--- config.mk ---
export PLATFORM = sky130hd
export DESIGN_NAME = saturating_fixed_divide_16_16
export DESIGN_NICKNAME = d
export VERILOG_FILES = /design/src/hw/rtl/sfd_pkg.sv /design/src/hw/rtl/saturating_fixed_divide_16_16.sv /design/src/hw/rtl/sfd_prep.sv /design/src/hw/rtl/sfd_cell.sv /design/src/hw/rtl/sfd_fin.sv
export SDC_FILE = /design/constraint.sdc
export NUM_CORES = 2
export LEC_CHECK = 0
export BUFFER_PORTS_ARGS = -buffer_cell sky130_fd_sc_hd__buf_4
export CAP_MARGIN = 20
export CORE_MARGIN = 5
export CORE_UTILIZATION = 50
export DETAILED_ROUTE_END_ITERATION = 16
export GPL_TIMING_DRIVEN = 0
export PLACE_DENSITY = 0.65
export SKIP_LAST_GASP = 1
export SLEW_MARGIN = 25
export SYNTH_ARGS = -nofsm -noshare
export SYNTH_HDL_FRONTEND = slang
export SYNTH_SLANG_ARGS = --single-unit
--- constraint.sdc ---
create_clock -name i_clk -period 3.6 [get_ports i_clk]
set_input_delay 0.18 -clock i_clk [delete_from_list [all_inputs] [get_ports i_clk]]
set_output_delay 0.18 -clock i_clk [all_outputs]
set_load 0.02 [all_outputs]
--- src/hw/rtl/sfd_pkg.sv ---
`timescale 1ns / 1ps

package sfd_pkg;

    // Quotient magnitude stays below 2**QBITS when the guard does not fire
    localparam int QBITS = 30;
    localparam int GUARD_SHIFT = 14;
    localparam int FRAC_BITS = 16;

    localparam logic [31:0] SAT_NEG = 32'h8000_0000;
    localparam logic [31:0] SAT_POS = 32'h7fff_ffff;

    typedef struct packed {
        logic signed [31:0] dividend;
        logic signed [31:0] divisor;
    } t_in;

    typedef struct packed {
        logic signed [31:0] quotient;
        logic               saturated;
    } t_out;

    // Data handed from one cell to the next
    typedef struct packed {
        logic              valid;
        logic              neg;
        logic              sat;
        logic [31:0]       divisor_mag;
        logic [31:0]       rem;
        logic [QBITS-1:0]  num;   // dividend bits still to bring down, msb first
        logic [QBITS-1:0]  quo;
    } t_cell;

endpackage

--- src/hw/rtl/saturating_fixed_divide_16_16.sv ---
`timescale 1ns / 1ps

// Channel   Handshake                 Payload
// input     start & !busy             i_in  (dividend, divisor)
// result    o_done, one-cycle strobe  o_out (quotient, saturated)
//
// A new item may be started every cycle while busy is low; its result passes through the
// magnitude/guard stage, 30 division cells and the output stage.
// busy is high only during reset and the cycle after it.
// Synchronous active-low reset clears the valid bits down the row.
// The receiver cannot stall; results are never held.
module saturating_fixed_divide_16_16 (
    input  logic           i_clk,
    input  logic           i_rst_n,
    input  logic           start,
    output logic           busy,
    input  sfd_pkg::t_in   i_in,
    output logic           o_done,
    output sfd_pkg::t_out  o_out
);

    logic           r_ready;
    logic           accept;
    sfd_pkg::t_cell chain [sfd_pkg::QBITS+1];

    always_ff @(posedge i_clk) begin
        if (!i_rst_n) begin
            r_ready <= 1'b0;
        end else begin
            r_ready <= 1'b1;
        end
    end

    assign busy   = !r_ready;
    assign accept = start && r_ready;

    sfd_prep u_prep (
        .i_clk   (i_clk),
        .i_rst_n (i_rst_n),
        .i_valid (accept),
        .i_in    (i_in),
        .o_cell  (chain[0])
    );

    for (genvar g = 0; g < sfd_pkg::QBITS; g++) begin : g_cell
        sfd_cell u_cell (
            .i_clk   (i_clk),
            .i_rst_n (i_rst_n),
            .i_cell  (chain[g]),
            .o_cell  (chain[g+1])
        );
    end

    sfd_fin u_fin (
        .i_clk   (i_clk),
        .i_rst_n (i_rst_n),
        .i_cell  (chain[sfd_pkg::QBITS]),
        .o_done  (o_done),
        .o_out   (o_out)
    );

endmodule

--- src/hw/rtl/sfd_prep.sv ---
`timescale 1ns / 1ps

// Magnitudes, sign and overflow guard; seeds the partial remainder.
module sfd_prep (
    input  logic               i_clk,
    input  logic               i_rst_n,
    input  logic               i_valid,
    input  sfd_pkg::t_in       i_in,
    output sfd_pkg::t_cell     o_cell
);

    logic [31:0] ua;
    logic [31:0] ub;
    sfd_pkg::t_cell n_cell;
    sfd_pkg::t_cell r_cell;

    always_comb begin
        ua = i_in.dividend[31] ? (32'd0 - i_in.dividend) : i_in.dividend;
        ub = i_in.divisor[31]  ? (32'd0 - i_in.divisor)  : i_in.divisor;

        n_cell.valid       = i_valid;
        n_cell.neg         = i_in.dividend[31] ^ i_in.divisor[31];
        n_cell.sat         = ({14'd0, ua[31:sfd_pkg::GUARD_SHIFT]} >= ub);
        n_cell.divisor_mag = ub;
        // (ua << 16) split: top 18 bits seed the remainder, low 30 bits follow
        n_cell.rem         = {14'd0, ua[31:sfd_pkg::GUARD_SHIFT]};
        n_cell.num         = {ua[sfd_pkg::GUARD_SHIFT-1:0], {sfd_pkg::FRAC_BITS{1'b0}}};
        n_cell.quo         = '0;
    end

    always_ff @(posedge i_clk) begin
        if (!i_rst_n) begin
            r_cell.valid <= 1'b0;
        end else begin
            r_cell.valid <= n_cell.valid;
        end
        r_cell.neg         <= n_cell.neg;
        r_cell.sat         <= n_cell.sat;
        r_cell.divisor_mag <= n_cell.divisor_mag;
        r_cell.rem         <= n_cell.rem;
        r_cell.num         <= n_cell.num;
        r_cell.quo         <= n_cell.quo;
    end

    assign o_cell = r_cell;

endmodule

--- src/hw/rtl/sfd_cell.sv ---
`timescale 1ns / 1ps

// One restoring step: bring down a bit, trial subtract, shift in a quotient bit.
module sfd_cell (
    input  logic               i_clk,
    input  logic               i_rst_n,
    input  sfd_pkg::t_cell     i_cell,
    output sfd_pkg::t_cell     o_cell
);

    logic [32:0] rem_sh;
    logic [32:0] diff;
    logic        ge;
    sfd_pkg::t_cell n_cell;
    sfd_pkg::t_cell r_cell;

    always_comb begin
        rem_sh = {i_cell.rem, i_cell.num[sfd_pkg::QBITS-1]};
        diff   = rem_sh - {1'b0, i_cell.divisor_mag};
        ge     = (rem_sh >= {1'b0, i_cell.divisor_mag});

        n_cell             = i_cell;
        // when the guard does not fire, the remainder stays below the divisor, so 32 bits hold it
        n_cell.rem         = ge ? diff[31:0] : rem_sh[31:0];
        n_cell.num         = {i_cell.num[sfd_pkg::QBITS-2:0], 1'b0};
        n_cell.quo         = {i_cell.quo[sfd_pkg::QBITS-2:0], ge};
    end

    always_ff @(posedge i_clk) begin
        if (!i_rst_n) begin
            r_cell.valid <= 1'b0;
        end else begin
            r_cell.valid <= n_cell.valid;
        end
        r_cell.neg         <= n_cell.neg;
        r_cell.sat         <= n_cell.sat;
        r_cell.divisor_mag <= n_cell.divisor_mag;
        r_cell.rem         <= n_cell.rem;
        r_cell.num         <= n_cell.num;
        r_cell.quo         <= n_cell.quo;
    end

    assign o_cell = r_cell;

endmodule

--- src/hw/rtl/sfd_fin.sv ---
`timescale 1ns / 1ps

// Sign restore and saturation select, registered onto the result port.
module sfd_fin (
    input  logic               i_clk,
    input  logic               i_rst_n,
    input  sfd_pkg::t_cell     i_cell,
    output logic               o_done,
    output sfd_pkg::t_out      o_out
);

    logic [31:0]   mag;
    sfd_pkg::t_out n_out;
    sfd_pkg::t_out r_out;
    logic          r_done;

    always_comb begin
        mag = {{(32-sfd_pkg::QBITS){1'b0}}, i_cell.quo};
        if (i_cell.sat) begin
            n_out.quotient  = i_cell.neg ? sfd_pkg::SAT_NEG : sfd_pkg::SAT_POS;
            n_out.saturated = 1'b1;
        end else begin
            n_out.quotient  = i_cell.neg ? (32'd0 - mag) : mag;
            n_out.saturated = 1'b0;
        end
    end

    always_ff @(posedge i_clk) begin
        if (!i_rst_n) begin
            r_done <= 1'b0;
        end else begin
            r_done <= i_cell.valid;
        end
        r_out <= n_out;
    end

    assign o_done = r_done;
    assign o_out  = r_out;

endmodule

== After elaboration in Yosys (flattened, before gate mapping) ==
Index checks and enable logic that the tools add are counted.
Operators by class
  add/subtract/negate cells: 32
  multiply operators: 0
  divide/modulo/power cells: 0
  order comparisons: 31
  equality and inequality tests: 0
  shift operators: 0
  muxes and demuxes: 35
  bitwise gates (word level): 1
  reduce and logical (&&, ||, !) cells: 2
Operators by type and width (number)
  $mux 32: 32
  $ge 33x32->1: 29
  $sub 32x32->32: 28
  $sub 1x32->32 const A: 2
  $mux 33: 1
  $ge 18x32->1: 1
  $ge 19x32->1: 1
  $sub 19x32->32: 1
  $sub 1x30->31 const A: 1
  $mux 19: 1
  $logic_and 1x1->1: 1
  $logic_not 1->1: 1
  $mux 1: 1
  $xor 1x1->1: 1
Storage, ports and cells
  register bits after elaboration: 2604
  latch bits: 0
  memory bits (writable): 0
  ROM bits: 0
  input bits: 67
  output and inout bits: 35
  word-level logic and storage cells: 318
  memories kept: 0

== Depth between registers and ports, before layout ==
  depth in word-level cells: 3
  mapped depth: 17
  gate-level depth less buffers: 17

== By module ==
From an unflattened synthesis, not the netlist that was laid out.
Second synthesis, totals
  cell total of the unflattened synthesis: 14886
  area, all modules: 148342.3 µm²
Modules (own cells, without submodules)
  sfd_cell at g_cell[0].u_cell ...: instances 29, cells an instance 474, area an instance 4749.6 µm², sequential area each 2522.4 µm²
  sfd_cell at g_cell[20].u_cell: instances 1, cells an instance 522, area an instance 4999.8 µm², sequential area each 2522.4 µm²
  sfd_prep: instances 1, cells an instance 402, area an instance 3763.6 µm², sequential area each 1341.3 µm²
  sfd_fin: instances 1, cells an instance 213, area an instance 1811.7 µm², sequential area each 680.7 µm²
  saturating_fixed_divide_16_16: instances 1, cells an instance 3, area an instance 30.0 µm², sequential area each 20.0 µm²

== Worst setup path after synthesis ==
OpenSTA, ideal clock, no wires.
  path kind: input-to-reg
  start point: input i_in[42] (netlist bit)
  end point: register u_prep.r_cell (netlist bit u_prep.o_cell[124])
  library setup time: 0.070 ns
  data arrival time: 3.807 ns
  required time: 3.530 ns
  path slack: -0.276 ns
  stages on the path: 17
  path buffers: 0
  cells stage by stage: or4_1 nor4_1 inv_1 nor2_1 nand4_1 or4_1 o41ai_1 xnor2_1 ha_1 o21a_1 o21a_1 o22ai_1 or4_1 or3_1 nor4_2 nand4_1 a21oi_1
RTL lines
  start: declaration: line saturating_fixed_divide_16_16.sv:17  | input sfd_pkg::t_in i_in,
  end: declaration: line sfd_prep.sv:15  | sfd_pkg::t_cell r_cell;

==> summary.txt <==
CP Launch Type -> primary input
Slew at the pin closest to its max-slew limit -> 994.5 ps
Setup Skew -> 77.15 ps
Die area -> 234300 um2
Sw Ratio -> 39.03%
CP Class -> primary input to flop
GRT overflow -> 0
Failing checks -> setup timing
Crit end category -> flop
Synth area leaders -> dfxtp_1, ha_1, a21oi_1
Setup WS pre-CTS -> -1559 ps
P_leak -> 60.21 nW
RSZ-0062 raised after global routing -> true
Yosys warning count -> 0
Critical path data required time -> 4410 ps
Post-Layout Cell Count -> 15841
FF-to-FF End -> g_cell[4].u_cell.o_cell[84]
Crit path to -> u_prep.o_cell[124]
R2r worst-path depth -> 13
Die span in x -> 484.0 um
Post-synth top area share -> 46.40%
Drt via density -> 5.435
Final critical-path share of the clock period -> 107.9%
PD cells -> 997.1 nW/um2
# Max-Cap Violations -> 0
Seq/Total Area, Yosys -> 46.40%
Routability Congestion -> 0.9497
Root Buffer -> clkbuf_16
Outcome -> finished, violations left
Sw Pwr -> 51.11 mW
Post-synth top flop -> dfxtp_1
Max Clk Rate -> 257.3 MHz
Clk pwr share -> 22.0%
Syn nets -> 13091
Post-DRT Antenna Nets -> 0
Layout area overhead -> 16.91%
Synth async-reset ratio -> 0%
IO Pins -> 102
Worst-Skew Late Latency -> 940 ps
Post-Syn Area -> 112400 um2
Final nets -> 13707
Slew Limit Fails -> 0
DP Wirelength -> 241400 um
Final setup violation count -> 12
DRC viols -> 0
R2R Setup Slk -> -110 ps
CTS Buf Count -> 285
Worst VDD drop -> 479.6 uV
Num rows -> 174
#FFs+latches synth -> 2604
Count of input and output buffers -> 100
Final worst path period need -> 3886 ps
Largest net degree at the start of global routing -> 17
CP max FO -> 4
CP Data Arrival Time -> 4700 ps
Combinational share of power -> 45.7%
Die Ht -> 484.0 um
Core box area -> 224200 um2
First-pass GRT wire length -> 475100 um
Initial antenna violation count -> 11
Worst flop-to-flop path startpoint -> g_cell[3].u_cell.o_cell[60]
Number of synthesized flops with an enable pin -> 0
Gr usage total -> 25.39%
Pint -> 79.86 mW
Area leader, netlist -> dfxtp_1
Relative slew slack -> 33.70%
CP Launch Point -> i_in[11]
Final wirelength -> 309200 um
Avg Inst Size Synth -> 9.342 um2
Hold Vio Cnt, Final -> 0
Clock Sink Count -> 2604
Placed Cells -> 15121
Cells after Synth -> 12028
Clock transition at path regs -> 60 ps
# fillers -> 19486
Sequential share of power -> 32.3%
Final worst slack -> -286.0 ps
Share of cells above drive strength 1 -> 10.95%
First-pass iteration count of the detailed router -> 6
Clk buf depth -> 4
Synth cell types -> 94
Final Core Density -> 58.58%
H-tree depth -> 5
Most frequent cells in the layout -> dfxtp_1, inv_1, nand2_1
Starting Density -> 50.11%
CTS tree -> done
Vias -> 86091
Initial DRC Count -> 5995
Commonest non-fill, non-tap cell in the layout -> dfxtp_1
Hold Crit Class -> primary input to flop
Drt wl/cell -> 19.52 um
Number of global-route vias before repair -> 85259
power groups by stage:
stage | clock network (mW) | logic [mW] | registers (mW)
floorplan | 0 | 42.1 | 40.1
global placement | 0 | 54.7 | 42.8
detailed placement | 0 | 55.3 | 42.9
CTS | 29.6 | 57.5 | 42.4
global route | 30.9 | 66.2 | 42.9
finish | 28.8 | 59.9 | 42.3
cell usage after synthesis, drive strengths merged, types with 27 or more instances:
master / n
dfxtp: 2604
inv: 1216
o21ai: 990
nand2: 978
ha: 967
a21oi: 916
nor2: 649
xnor2: 479
a21o: 462
xor2: 370
clkbuf: 238
mux2: 179
nand3: 160
o21a: 150
nor3: 137
nand4: 135
nor2b: 134
nand2b: 127
o21bai: 99
a31oi: 81
and3: 68
o31ai: 68
a211oi: 66
and2: 57
or2: 46
o211ai: 45
or3: 44
a211o: 40
nor4: 40
o31a: 33
fa: 29
o22ai: 29
a21boi: 27
how the worst min path moves through the flow:
stage	startpoint	endpoint	slack, ps	depth (start not counted)
2_1_floorplan	i_rst_n	r_ready	210	0
3_3_place_gp	i_in[32]	u_prep.o_cell[46]	310	1
3_5_place_dp	i_in[32]	u_prep.o_cell[46]	310	1
4_1_cts	i_rst_n	g_cell[28].u_cell.o_cell[126]	0.7	3
5_1_grt	i_in[43]	u_prep.o_cell[57]	40	3
6_report	i_rst_n	g_cell[28].u_cell.o_cell[126]	70	3
registers in the layout, summed over array words and instances (netlist names):
register / count
u_prep.o_cell: 67
r_ready: 1
u_fin.o_out: 33
g_cell.u_cell.o_cell: 2502
u_fin.o_done: 1
final cells by class:
cell class	instances	area (um2)	share of cell area (%)
diodes	8	20.02	0.01524
plain buffers	247	1560	1.188
clock buffers	375	8015	6.102
clock inverters	109	1336	1.017
inverters	1216	4564	3.475
multi-input cells	7951	56940	43.35
flip-flops and latches	2604	52190	39.73
well taps	2992	3744	2.850
repair buffers	339	2985	2.273
critical path, stage by stage:
cell	delay, ps
buf_4	110
dlygate4sd3_1	610
or4_4	460
or4_4	440
or4_4	570
o21ai_2	180
dlygate4sd3_1	580
xnor2_1	100
or4_1	520
or3_1	330
nor4_2	130
nand4_1	220
a21oi_2	260
cell families after synthesis:
| group | after synthesis | synth area share (%) |
|---|---|---|
| muxes | 195 | 1.936 |
| adders and majority gates | 996 | 11.28 |
| and+or+nand+nor | 2683 | 11.20 |
| DFF | 2604 | 46.40 |
| buffers and inverters | 1474 | 4.934 |
| xor gates and xnor gates | 849 | 6.625 |
| AOI/OAI and AO/OA | 3227 | 17.62 |
routing by layer:
layer	up-vias	track usage [%]	share of wire (%)
met5	-	0	0
met4	0	10.62	4.6
met3	661	3.783	4.8
met2	2282	45.69	50
met1	40521	30.13	41
li1	42627	-	-
per-stage QoR:
stage | instance area [um2] | hold WS [ps] | power [mW] | setup TNS, ps
after floorplan | 112400 | 207.7 | 82.26 | -135.9
after global placement | 116900 | 308.7 | 97.58 | -537080
after detailed placement | 116900 | 307.8 | 98.25 | -527120
after CTS | 129800 | 0.6630 | 129.4 | -6086
after global routing | 131300 | 40.94 | 140.0 | -1965
final | 131400 | 70.03 | 131.0 | -711.1
repair_timing:
action | in CTS | in global routing
gates resized for setup | 479 | 421
pin swaps | 70 | 92
gates cloned | 9 | 1
hold buffers | 113 | 0
buffers inserted | 69 | 55
hold endpoints to repair | 99 | 0
endpoints found under the setup margin | 939 | 853
(Power assumes the default switching activity.)
